File: src/sv/i2cmbs_pkg.sv
package i2cmbs_pkg;

  typedef enum logic [2:0] {
    CMD_IDLE      = 3'd0,
    CMD_START     = 3'd1,
    CMD_STOP      = 3'd2,
    CMD_WRITE     = 3'd3,
    CMD_READ_ACK  = 3'd4,
    CMD_READ_NACK = 3'd5
  } cmd_t;

  typedef enum logic [1:0] {
    ACK_NONE    = 2'd0,
    ACK_OK      = 2'd1,
    ACK_TIMEOUT = 2'd2
  } ack_t;

  // register index, taken from paddr[2]
  localparam logic REG_PHASE_TICKS = 1'b0;
  localparam logic REG_ACK_TIMEOUT = 1'b1;

  localparam logic [15:0] PHASE_TICKS_RST = 16'd10;
  localparam logic [15:0] ACK_TIMEOUT_RST = 16'd8000;

  localparam logic [3:0] BYTE_BITS = 4'd8;

  // sequence steps
  localparam logic [3:0] STEP_FIRST       = 4'd0;
  localparam logic [3:0] STEP_ST_SDA_REL  = 4'd1;
  localparam logic [3:0] STEP_ST_SDA_LOW  = 4'd2;
  localparam logic [3:0] STEP_ST_LAST     = 4'd3;
  localparam logic [3:0] STEP_SP_SCL_HIGH = 4'd1;
  localparam logic [3:0] STEP_SP_LAST     = 4'd2;
  localparam logic [3:0] STEP_WR_BIT_DATA = 4'd1;
  localparam logic [3:0] STEP_WR_BIT_HIGH = 4'd2;
  localparam logic [3:0] STEP_WR_ACK_LOW  = 4'd3;
  localparam logic [3:0] STEP_WR_ACK_REL  = 4'd5;
  localparam logic [3:0] STEP_WR_ACK_HIGH = 4'd6;
  localparam logic [3:0] STEP_WR_POLL     = 4'd7;
  localparam logic [3:0] STEP_WR_END      = 4'd8;
  localparam logic [3:0] STEP_RD_HIGH     = 4'd1;
  localparam logic [3:0] STEP_RD_LOW      = 4'd2;
  localparam logic [3:0] STEP_RD_ACK_LOW  = 4'd3;
  localparam logic [3:0] STEP_RD_ACK_DRV  = 4'd4;
  localparam logic [3:0] STEP_RD_ACK_HIGH = 4'd5;
  localparam logic [3:0] STEP_RD_LAST     = 4'd6;

  typedef struct packed {
    logic [2:0] func;
    logic [7:0] tx_byte;
    logic       sda_in;
  } req_t;

  typedef struct packed {
    logic       scl_out;
    logic       sda_out;
    logic       busy_res;
    logic       done_res;
    logic [7:0] rx_byte;
    logic       ack_ok;
    logic       timed_out;
    logic       rejected;
  } res_t;

  typedef struct packed {
    cmd_t        cmd;
    logic [3:0]  step;
    logic [3:0]  bitpos;
    logic [7:0]  shift;
    logic [15:0] pc;
    logic [15:0] awc;
    logic        scl;
    logic        sda;
    logic [7:0]  rxb;
    ack_t        ack;
  } core_t;

endpackage

File: src/sv/i2c_master_byte_sequencer_core.sv
// channel   | handshake                  | payload
// request   | req_valid / req_stall      | req_data  (func, tx_byte, sda_in)
// result    | res_valid / res_stall      | res_data  (line drive, status, rx_byte)
// config    | psel penable pwrite pready | paddr, pwdata, prdata
//
// one request per clock while req_stall is low, one result per request: the
// sequencer state and the result register are both loaded from the same
// combinational step. a request is taken while a result waits, as long as
// that result leaves in the same cycle. rst is synchronous and returns the
// lines to released, the command to idle and the registers to their defaults.
module i2c_master_byte_sequencer_core (
  input  logic               clk,
  input  logic               rst,
  input  logic               req_valid,
  output logic               req_stall,
  input  i2cmbs_pkg::req_t   req_data,
  output logic               res_valid,
  input  logic               res_stall,
  output i2cmbs_pkg::res_t   res_data,
  input  logic               psel,
  input  logic               penable,
  input  logic               pwrite,
  input  logic [2:0]         paddr,
  input  logic [31:0]        pwdata,
  output logic [31:0]        prdata,
  output logic               pready
);
  import i2cmbs_pkg::*;

  logic [15:0] phase_ticks;
  logic [15:0] ack_timeout;
  core_t       st;
  core_t       st_next;
  res_t        res_next;
  logic        req_take;
  logic        cfg_wr;

  function automatic core_t enter_step(core_t c, logic [3:0] s);
    core_t r;
    r = c;
    r.step = s;
    r.pc = '0;
    case (c.cmd)
      CMD_START: begin
        if (s == STEP_FIRST) r.scl = 1'b1;
        else if (s == STEP_ST_SDA_REL) r.sda = 1'b1;
        else if (s == STEP_ST_SDA_LOW) r.sda = 1'b0;
        else r.scl = 1'b0;
      end
      CMD_STOP: begin
        if (s == STEP_FIRST) r.sda = 1'b0;
        else if (s == STEP_SP_SCL_HIGH) r.scl = 1'b1;
        else r.sda = 1'b1;
      end
      CMD_WRITE: begin
        if (s == STEP_WR_BIT_DATA) begin
          r.sda = c.shift[7];
          r.shift = {c.shift[6:0], 1'b0};
        end else if (s == STEP_WR_BIT_HIGH || s == STEP_WR_ACK_HIGH) begin
          r.scl = 1'b1;
        end else if (s == STEP_WR_ACK_REL) begin
          r.sda = 1'b1;
        end else if (s == STEP_WR_POLL) begin
          r.awc = '0;
        end else begin
          r.scl = 1'b0;
        end
      end
      CMD_READ_ACK, CMD_READ_NACK: begin
        if (s == STEP_RD_HIGH) begin
          r.sda = 1'b1;
          r.scl = 1'b1;
        end else if (s == STEP_RD_ACK_DRV) begin
          r.sda = (c.cmd == CMD_READ_ACK) ? 1'b0 : 1'b1;
        end else if (s == STEP_RD_ACK_HIGH) begin
          r.scl = 1'b1;
        end else begin
          r.scl = 1'b0;
        end
      end
      default: ;
    endcase
    return r;
  endfunction

  always_comb begin
    core_t       c;
    logic        rej;
    logic        done;
    logic        scl_now;
    logic        sda_now;
    logic [3:0]  nbit;
    c = st;
    rej = 1'b0;
    done = 1'b0;
    nbit = '0;

    // command decode, codes 0, 6 and 7 are plain ticks
    if (req_data.func >= CMD_START && req_data.func <= CMD_READ_NACK) begin
      if (c.cmd != CMD_IDLE) begin
        rej = 1'b1;
      end else begin
        c.cmd = cmd_t'(req_data.func);
        c.bitpos = '0;
        c.shift = (req_data.func == CMD_WRITE) ? req_data.tx_byte : 8'h00;
        if (req_data.func == CMD_WRITE) c.ack = ACK_NONE;
        c = enter_step(c, STEP_FIRST);
      end
    end

    scl_now = c.scl;
    sda_now = c.sda;

    if (c.cmd != CMD_IDLE) begin
      if (c.cmd == CMD_WRITE && c.step == STEP_WR_POLL) begin
        if (!req_data.sda_in) begin
          c.ack = ACK_OK;
          c = enter_step(c, STEP_WR_END);
        end else if (c.awc >= ack_timeout) begin
          // timeout stop begins with scl still high
          c.ack = ACK_TIMEOUT;
          c.cmd = CMD_STOP;
          c = enter_step(c, STEP_FIRST);
        end else begin
          c.awc = c.awc + 16'd1;
        end
      end else begin
        c.pc = c.pc + 16'd1;
        if (c.pc >= phase_ticks) begin
          case (c.cmd)
            CMD_START: begin
              if (c.step < STEP_ST_LAST) c = enter_step(c, c.step + 4'd1);
              else done = 1'b1;
            end
            CMD_STOP: begin
              if (c.step < STEP_SP_LAST) c = enter_step(c, c.step + 4'd1);
              else done = 1'b1;
            end
            CMD_WRITE: begin
              if (c.step == STEP_WR_BIT_HIGH) begin
                nbit = c.bitpos + 4'd1;
                c.bitpos = nbit;
                c = enter_step(c, (nbit < BYTE_BITS) ? STEP_FIRST : STEP_WR_ACK_LOW);
              end else if (c.step >= STEP_WR_END) begin
                done = 1'b1;
              end else begin
                c = enter_step(c, c.step + 4'd1);
              end
            end
            CMD_READ_ACK, CMD_READ_NACK: begin
              if (c.step == STEP_RD_HIGH) begin
                c.shift = {c.shift[6:0], req_data.sda_in};
                c = enter_step(c, STEP_RD_LOW);
              end else if (c.step == STEP_RD_LOW) begin
                nbit = c.bitpos + 4'd1;
                c.bitpos = nbit;
                if (nbit < BYTE_BITS) begin
                  c = enter_step(c, STEP_RD_HIGH);
                end else begin
                  c.rxb = c.shift;
                  c = enter_step(c, STEP_RD_ACK_LOW);
                end
              end else if (c.step >= STEP_RD_LAST) begin
                done = 1'b1;
              end else begin
                c = enter_step(c, c.step + 4'd1);
              end
            end
            default: done = 1'b1;
          endcase
          if (done) begin
            c.cmd = CMD_IDLE;
            c.step = STEP_FIRST;
            c.pc = '0;
          end
        end
      end
    end

    st_next = c;
    res_next.scl_out   = scl_now;
    res_next.sda_out   = sda_now;
    res_next.busy_res  = (c.cmd != CMD_IDLE);
    res_next.done_res  = done;
    res_next.rx_byte   = c.rxb;
    res_next.ack_ok    = (c.ack == ACK_OK);
    res_next.timed_out = (c.ack == ACK_TIMEOUT);
    res_next.rejected  = rej;
  end

  assign req_stall = res_valid && res_stall;
  assign req_take  = req_valid && !req_stall;

  always_ff @(posedge clk) begin
    if (rst) begin
      st.cmd    <= CMD_IDLE;
      st.step   <= STEP_FIRST;
      st.bitpos <= '0;
      st.shift  <= '0;
      st.pc     <= '0;
      st.awc    <= '0;
      st.scl    <= 1'b1;
      st.sda    <= 1'b1;
      st.rxb    <= '0;
      st.ack    <= ACK_NONE;
      res_valid <= 1'b0;
    end else if (req_take) begin
      st        <= st_next;
      res_valid <= 1'b1;
    end else if (!res_stall) begin
      res_valid <= 1'b0;
    end
  end

  always_ff @(posedge clk) begin
    if (req_take) res_data <= res_next;
  end

  // config port, no wait states
  assign pready = 1'b1;
  assign cfg_wr = psel && penable && pwrite;

  always_ff @(posedge clk) begin
    if (rst) begin
      phase_ticks <= PHASE_TICKS_RST;
      ack_timeout <= ACK_TIMEOUT_RST;
    end else if (cfg_wr) begin
      if (paddr[2] == REG_PHASE_TICKS) phase_ticks <= pwdata[15:0];
      else ack_timeout <= pwdata[15:0];
    end
  end

  always_comb begin
    if (paddr[2] == REG_ACK_TIMEOUT) prdata = {16'h0000, ack_timeout};
    else prdata = {16'h0000, phase_ticks};
  end

endmodule

File: config.mk
export PLATFORM = sky130hd
export DESIGN_NAME = i2c_master_byte_sequencer_core
export DESIGN_NICKNAME = d
export VERILOG_FILES = /design/src/sv/i2cmbs_pkg.sv /design/src/sv/i2c_master_byte_sequencer_core.sv
export SDC_FILE = /design/constraint.sdc
export NUM_CORES = 1
export LEC_CHECK = 0
export ABC_CLOCK_PERIOD_IN_PS = 9460
export BUFFER_PORTS_ARGS = -buffer_cell sky130_fd_sc_hd__buf_2
export CAP_MARGIN = 20
export CORE_UTILIZATION = 44
export DETAILED_ROUTE_END_ITERATION = 8
export PLACE_DENSITY_LB_ADDON = 0.15
export SLEW_MARGIN = 25
export SYNTH_ARGS = -nofsm -noshare
export SYNTH_HDL_FRONTEND = slang
export SYNTH_SLANG_ARGS = --single-unit
File: constraint.sdc
create_clock -name clk -period 9.46 [get_ports clk]
set_clock_uncertainty 0.2 [all_clocks]
set_input_delay 1.419 -clock clk [delete_from_list [all_inputs] [get_ports clk]]
set_output_delay 1.419 -clock clk [all_outputs]
set_load 0.01 [all_outputs]
Yosys cells after proc, flatten, opt, wreduce, memory -nomap -nowiden
Index checks and enable logic that the tools add are counted.
Widths: inputs -> output; s select.
{"block": "word_totals", "regBits": 111, "inputBits": 54, "out_inout_bits": 50, "elab_cells": 160}
{"block": "classes", "n_addsub": 4, "n_lt_le_gt_ge": 9, "eq_ne": 27, "muxes": 77, "bitwise_logic": 3, "reduce_logical": 19}
{"cell": "$mux 60", "count": 7}
{"cell": "$mux 63", "count": 6}
{"cell": "$pmux 60 s4", "count": 1}
{"cell": "$mux 16", "count": 7}
{"cell": "$mux 17", "count": 4}
{"cell": "$mux 58", "count": 1}
{"cell": "$mux 1", "count": 40}
{"cell": "$mux 35", "count": 1}
{"cell": "$add 16x1->16 const B", "count": 2}
{"cell": "$ge 16x16->1", "count": 2}
{"cell": "$mux 8", "count": 3}
{"cell": "$eq 4x3->1 const B", "count": 5}
{"cell": "$eq 3x2->1 const B", "count": 4}
{"cell": "$eq 3x3->1 const B", "count": 4}
{"cell": "$mux 11", "count": 1}
{"cell": "$eq 2x3->1 const B", "count": 3}
{"cell": "$reduce_bool 3->1", "count": 3}
{"cell": "$add 4x1->4 const B", "count": 2}
{"cell": "$eq 4x1->1 const B", "count": 2}
{"cell": "$eq 4x2->1 const B", "count": 2}
{"cell": "$lt 4x2->1 const B", "count": 2}
{"cell": "$mux 7", "count": 1}
{"cell": "$eq 3x1->1 const B", "count": 2}
{"cell": "$logic_and 1x1->1", "count": 6}
{"cell": "other kinds (19)", "count": 28}

Logic depth before layout (Yosys ltp)
{"block": "depth", "ltp_word": 20, "depth_mapped": 22}

Least setup slack after synthesis
No wires, ideal clock.
{"block": "synth_path", "path_kind": "input-to-reg", "startpoint": "in req_data[10] (netlist name)", "endpoint": "reg res_data[10] (netlist name), data pin", "setup_time_ps": 260, "arrival_time_ps": 5661, "required_time_ps": 9000, "setup_slack_ps": 3339, "path_stages": 20, "n_path_buf": 4, "path_cell_list": "buf_2 or3_1 buf_2 nand3_1 clkbuf_1 and2_1 ha_1 nand4_1 nand4bb_1 nor2_1 xor2_1 and2_1 ha_1 and4_1 and3_1 a221o_1 o211ai_1 or2_1 clkbuf_1 mux2_2"}
{"item": "start, declared", "line_no": "i2c_master_byte_sequencer_core.sv:16", "text": "input i2cmbs_pkg::req_t req_data,"}
{"item": "end signal, assigned", "line_no": "i2c_master_byte_sequencer_core.sv:216", "text": "if (req_take) res_data <= res_next;"}
{"item": "end, declared", "line_no": "i2c_master_byte_sequencer_core.sv:19", "text": "output i2cmbs_pkg::res_t res_data,"}

Worst setup path in the final report
{"block": "layout_path", "startpoint": "in req_data[10] (netlist name)", "endpoint": "reg st[13] (netlist name)"}
{"block": "layout_between", "elab_chain_cells": 16}
{"item": "$ge 3x1->1 or $le 3x3->1 (tied branches)", "line_no": "i2c_master_byte_sequencer_core.sv:99", "text": "if (req_data.func >= CMD_START && req_data.func <= CMD_READ_NACK) begin"}
{"item": "$logic_and 1x1->1", "line_no": "i2c_master_byte_sequencer_core.sv:99"}
{"item": "$mux 63 (*)", "line_no": "i2c_master_byte_sequencer_core.sv:99"}
{"item": "$add 4x1->4", "line_no": "i2c_master_byte_sequencer_core.sv:141", "text": "nbit = c.bitpos + 4'd1;"}
{"item": "$lt 4x4->1", "line_no": "i2c_master_byte_sequencer_core.sv:143", "text": "c = enter_step(c, (nbit < BYTE_BITS) ? STEP_FIRST : STEP_WR_ACK_LOW);"}
{"item": "$mux 2", "line_no": "i2c_master_byte_sequencer_core.sv:143"}
{"item": "$eq 2x3->1", "line_no": "i2c_master_byte_sequencer_core.sv:63", "text": "end else if (s == STEP_WR_POLL) begin"}
{"item": "$mux 16", "line_no": "i2c_master_byte_sequencer_core.sv:63"}
{"item": "$mux 17", "line_no": "i2c_master_byte_sequencer_core.sv:61", "text": "end else if (s == STEP_WR_ACK_REL) begin"}
{"item": "$mux 16", "line_no": "i2c_master_byte_sequencer_core.sv:59", "text": "end else if (s == STEP_WR_BIT_HIGH || s == STEP_WR_ACK_HIGH) begin"}
{"item": "$mux 17", "line_no": "i2c_master_byte_sequencer_core.sv:56", "text": "if (s == STEP_WR_BIT_DATA) begin"}
{"item": "$mux 60", "line_no": "i2c_master_byte_sequencer_core.sv:140", "text": "if (c.step == STEP_WR_BIT_HIGH) begin"}
{"item": "$pmux 60 s4", "line_no": "i2c_master_byte_sequencer_core.sv:130", "text": "case (c.cmd)"}
{"item": "$mux 63", "line_no": "i2c_master_byte_sequencer_core.sv:129", "text": "if (c.pc >= phase_ticks) begin"}
{"item": "$mux 63", "line_no": "i2c_master_byte_sequencer_core.sv:115", "text": "if (c.cmd == CMD_WRITE && c.step == STEP_WR_POLL) begin"}
{"item": "$mux 63 (*)", "line_no": "i2c_master_byte_sequencer_core.sv:114", "text": "if (c.cmd != CMD_IDLE) begin"}
{"item": "end signal, assigned", "line_no": "i2c_master_byte_sequencer_core.sv:208", "text": "st <= st_next;"}
{"item": "end, declared", "line_no": "i2c_master_byte_sequencer_core.sv:32", "text": "core_t st;"}
Mark *: on every way between the ends. The rest lies on a longest branch, timed or not.
A chain may end at the register's enable or synchronous reset.

==> results.sh <==
export IMPL_ys_seq_elements=111
export IMPL_setup_ws_ps=2918
export IMPL_avgSynthCellArea_sq_um=7.680
export IMPL_required_ps=9470
export IMPL_dieArea_sq_um=17460
export IMPL_hold_ws_ps=254.7
export IMPL_cts_path_max_buffers=2
export IMPL_cts_root_buf="clkbuf_16"
export IMPL_instances_no_fill=1219
export IMPL_r2r_start="st[60]"
export IMPL_cts_tree="yes"
export IMPL_arrival_ps=6560
export IMPL_start_util_pct=44.92
export IMPL_worst_pin_slew_ps=877.2
export IMPL_r2r_setup_slack_ps=4050
export IMPL_hold_viol_final=0
export IMPL_chipWidth_um=132.1
export IMPL_drv_slew=0
export IMPL_final_core_util_pct=48.80
export IMPL_htree_levels=3
export IMPL_place_ws_ps=2644
export IMPL_die_h_um=132.1
export IMPL_final_area_sq_um=8093
export IMPL_worstReg2RegEnd="st[13]"
export IMPL_clk_pin_slew_worst_paths_ps=70
export IMPL_place_hpwl_um=15080
export IMPL_grt_pass1_wl_um=34420
export IMPL_rsz0062_at_grt="no"
export IMPL_io_pins=104
export IMPL_gp_congestion=0.9463
export IMPL_end_kind="flip-flop"
export IMPL_worst_r2r_path_depth=17
export IMPL_route_met2_wl_um=9569
export IMPL_p_per_area_nw_per_um2=126.3
export IMPL_antenna_cells=0
export IMPL_grt_pass1_vias=6563
export IMPL_io_buffers=68
export IMPL_worst_skew_pair_late_latency_ps=350
export IMPL_drt_pass1_iterations=7
export IMPL_overflow=0
export IMPL_cts_resized=0
export IMPL_antenna_found_initial=0
export IMPL_crit_fanout=22
export IMPL_drt_met1_wl_um=9946
export IMPL_drcViolationCount=0
export IMPL_synth_edf_count=15
export IMPL_viasPerCell=5.934
export IMPL_postRouteAntennaNets=0
export IMPL_synth_cell_types=83
export IMPL_numCtsBuffers=9
export IMPL_cts_sinks=111
export IMPL_ys_warn_count=0
export IMPL_worstHoldPathType="reg -> reg"
export IMPL_netlist_instances=970
export IMPL_hp_start="phase_ticks[6]"
export IMPL_fin_crit_sh_pct=69.15
export IMPL_via_count=7233
export IMPL_hold_end="phase_ticks[6]"
export IMPL_finalSetupViolCount=0
export IMPL_area_growth_pct=8.633
export IMPL_top_layer="met4"
export IMPL_wl_per_cell_um=17.23
export IMPL_critPathLaunchType="primary input"
export IMPL_dpl_cell_count=1203
export IMPL_min_period_ps=6542
export IMPL_grt_start_max_net_pins=64
export IMPL_min_path_cells=2
export IMPL_path_class="in -> reg"
export IMPL_grt_usage_pct=24.47
export IMPL_leakage_nw=2.950
export IMPL_route_met3_wl_um=1158
export IMPL_timing_fmax_ghz=0.1529
export IMPL_yosysSeqAreaShare_pct=31.84
export IMPL_place_area_sq_um=7799
export IMPL_synth_main_ff_cell="dfxtp_1"
export IMPL_total_power_mw=1.022
export IMPL_postCtsSetupRepairBufs=0
export IMPL_drt_iter0_drc=612
export IMPL_outcome="complete, no violations"
export IMPL_postCtsHoldBufs=0
export IMPL_final_nets=1091
export IMPL_synth_cell_area_sq_um=7450
export IMPL_fp_row_count=47
export IMPL_drive_gt1_share_pct=11.71
export IMPL_synthArstFlopShare_pct=0
export IMPL_routed_wl_um=21000
export IMPL_slew_headroom_pct=41.20
export IMPL_fin_setup_tns_ps=0
export IMPL_ir_drop_uv=77.23
export IMPL_core_area_sq_um=16580
export IMPL_cap_violations=0
routing by layer:
| metal | track usage (%) | vias to the layer above |
|---|---|---|
| met2 | 39.01 | 270 |
| li1 | - | 3569 |
| met5 | 0 | - |
| met4 | 6.654 | 0 |
| met1 | 34.36 | 3367 |
| met3 | 3.614 | 27 |
worst max path at each step:
stage                         endpoint  cells past startpoint  slack, ps    startpoint
after floorplan           res_data[10]                     20       3340  req_data[10]
after global placement          st[13]                     18       2650  req_data[10]
after detailed placement        st[13]                     18       2640  req_data[10]
after CTS                       st[13]                     18       3000  req_data[10]
after global routing            st[23]                     18       2470  req_data[10]
final                           st[13]                     18       2920  req_data[10]
registers in the layout, indices dropped and copies added, names as in the netlist:
| register | flops |
|---|---|
| st | 63 |
| ack_timeout | 16 |
| phase_ticks | 16 |
| res_data | 15 |
| res_valid | 1 |
synthesized netlist by cell type (all sizes together), types with 3 or more instances:
cell / number / share of area (%)
and2: 8 / 0.67
ha: 43 / 7.2
clkbuf: 45 / 2.3
o31a: 5 / 0.59
dfxtp: 96 / 26
nor3b: 6 / 0.67
a32oi: 3 / 0.35
or3: 11 / 0.92
edfxtp: 15 / 6.0
a21o: 8 / 0.81
xnor2: 7 / 0.92
nor4: 11 / 0.92
nand3: 35 / 2.4
nor2b: 5 / 0.42
a41oi: 4 / 0.47
o211ai: 19 / 1.9
a31oi: 9 / 0.84
or2: 4 / 0.34
nor2: 68 / 3.4
o311ai: 18 / 2.7
nand4: 19 / 1.6
o2bb2ai: 3 / 0.35
a221oi: 3 / 0.35
inv: 52 / 2.6
o2111ai: 3 / 0.35
xor2: 8 / 0.94
o21ai: 74 / 5.0
a22oi: 19 / 1.9
a211oi: 13 / 1.3
a21oi: 75 / 5.0
and3: 11 / 0.92
nor3: 18 / 1.4
nand2: 138 / 7.0
o31ai: 8 / 0.87
buf: 35 / 3.2
and4: 5 / 0.59
o22ai: 8 / 0.76
or4: 9 / 0.91
nand2b: 11 / 0.92
report_power, final:
part,switching (mW),internal [mW]
Sequential,0.00725,0.488
Clock,0.186,0.195
Combinational,0.101,0.0442
Total,0.294,0.728
final cells by class:
type,count,area [sq um]
repair buffers,78,415.4
inverters,54,202.7
multi-input cells,740,4533
flip-flops and latches,111,2372
well taps,220,275.3
fillers,1686,8491
clock buffers,11,252.7
clock inverters,5,41.29
kinds of logic after synthesis:
family,after synthesis,synth area share (%)
xor gates and xnor gates,15,1.864
DFF,111,31.84
AOI/OAI and AO/OA,295,26.37
buffers and inverters,134,8.179
adders and majority gates,44,7.356
other,2,0.1008
muxes,2,0.3023
and+or+nand+nor,367,23.98
cell usage in the layout (no fill, tap or decap), types with 35 or more instances in the layout:
| cell | count |
|---|---|
| o21ai_0 | 69 |
| buf_2 | 68 |
| nor2_1 | 68 |
| inv_1 | 52 |
| nand3_1 | 35 |
| dfxtp_1 | 96 |
| ha_1 | 43 |
| nand2_1 | 138 |
| a21oi_1 | 75 |
worst max-delay path, stage by stage:
cell and delay (ps):
buf_2 180, or3_1 510, nand3_1 260, and2_1 210
ha_1 310, nand4_1 210, nand4bb_1 350, nor2_1 180
xor2_1 190, and2_1 150, ha_1 230, and4_1 170
and3_1 210, a221o_1 390, nor2_1 370, o22a_1 630
or4_1 430, o32ai_1 150
Power figures use the tool's default switching activity.
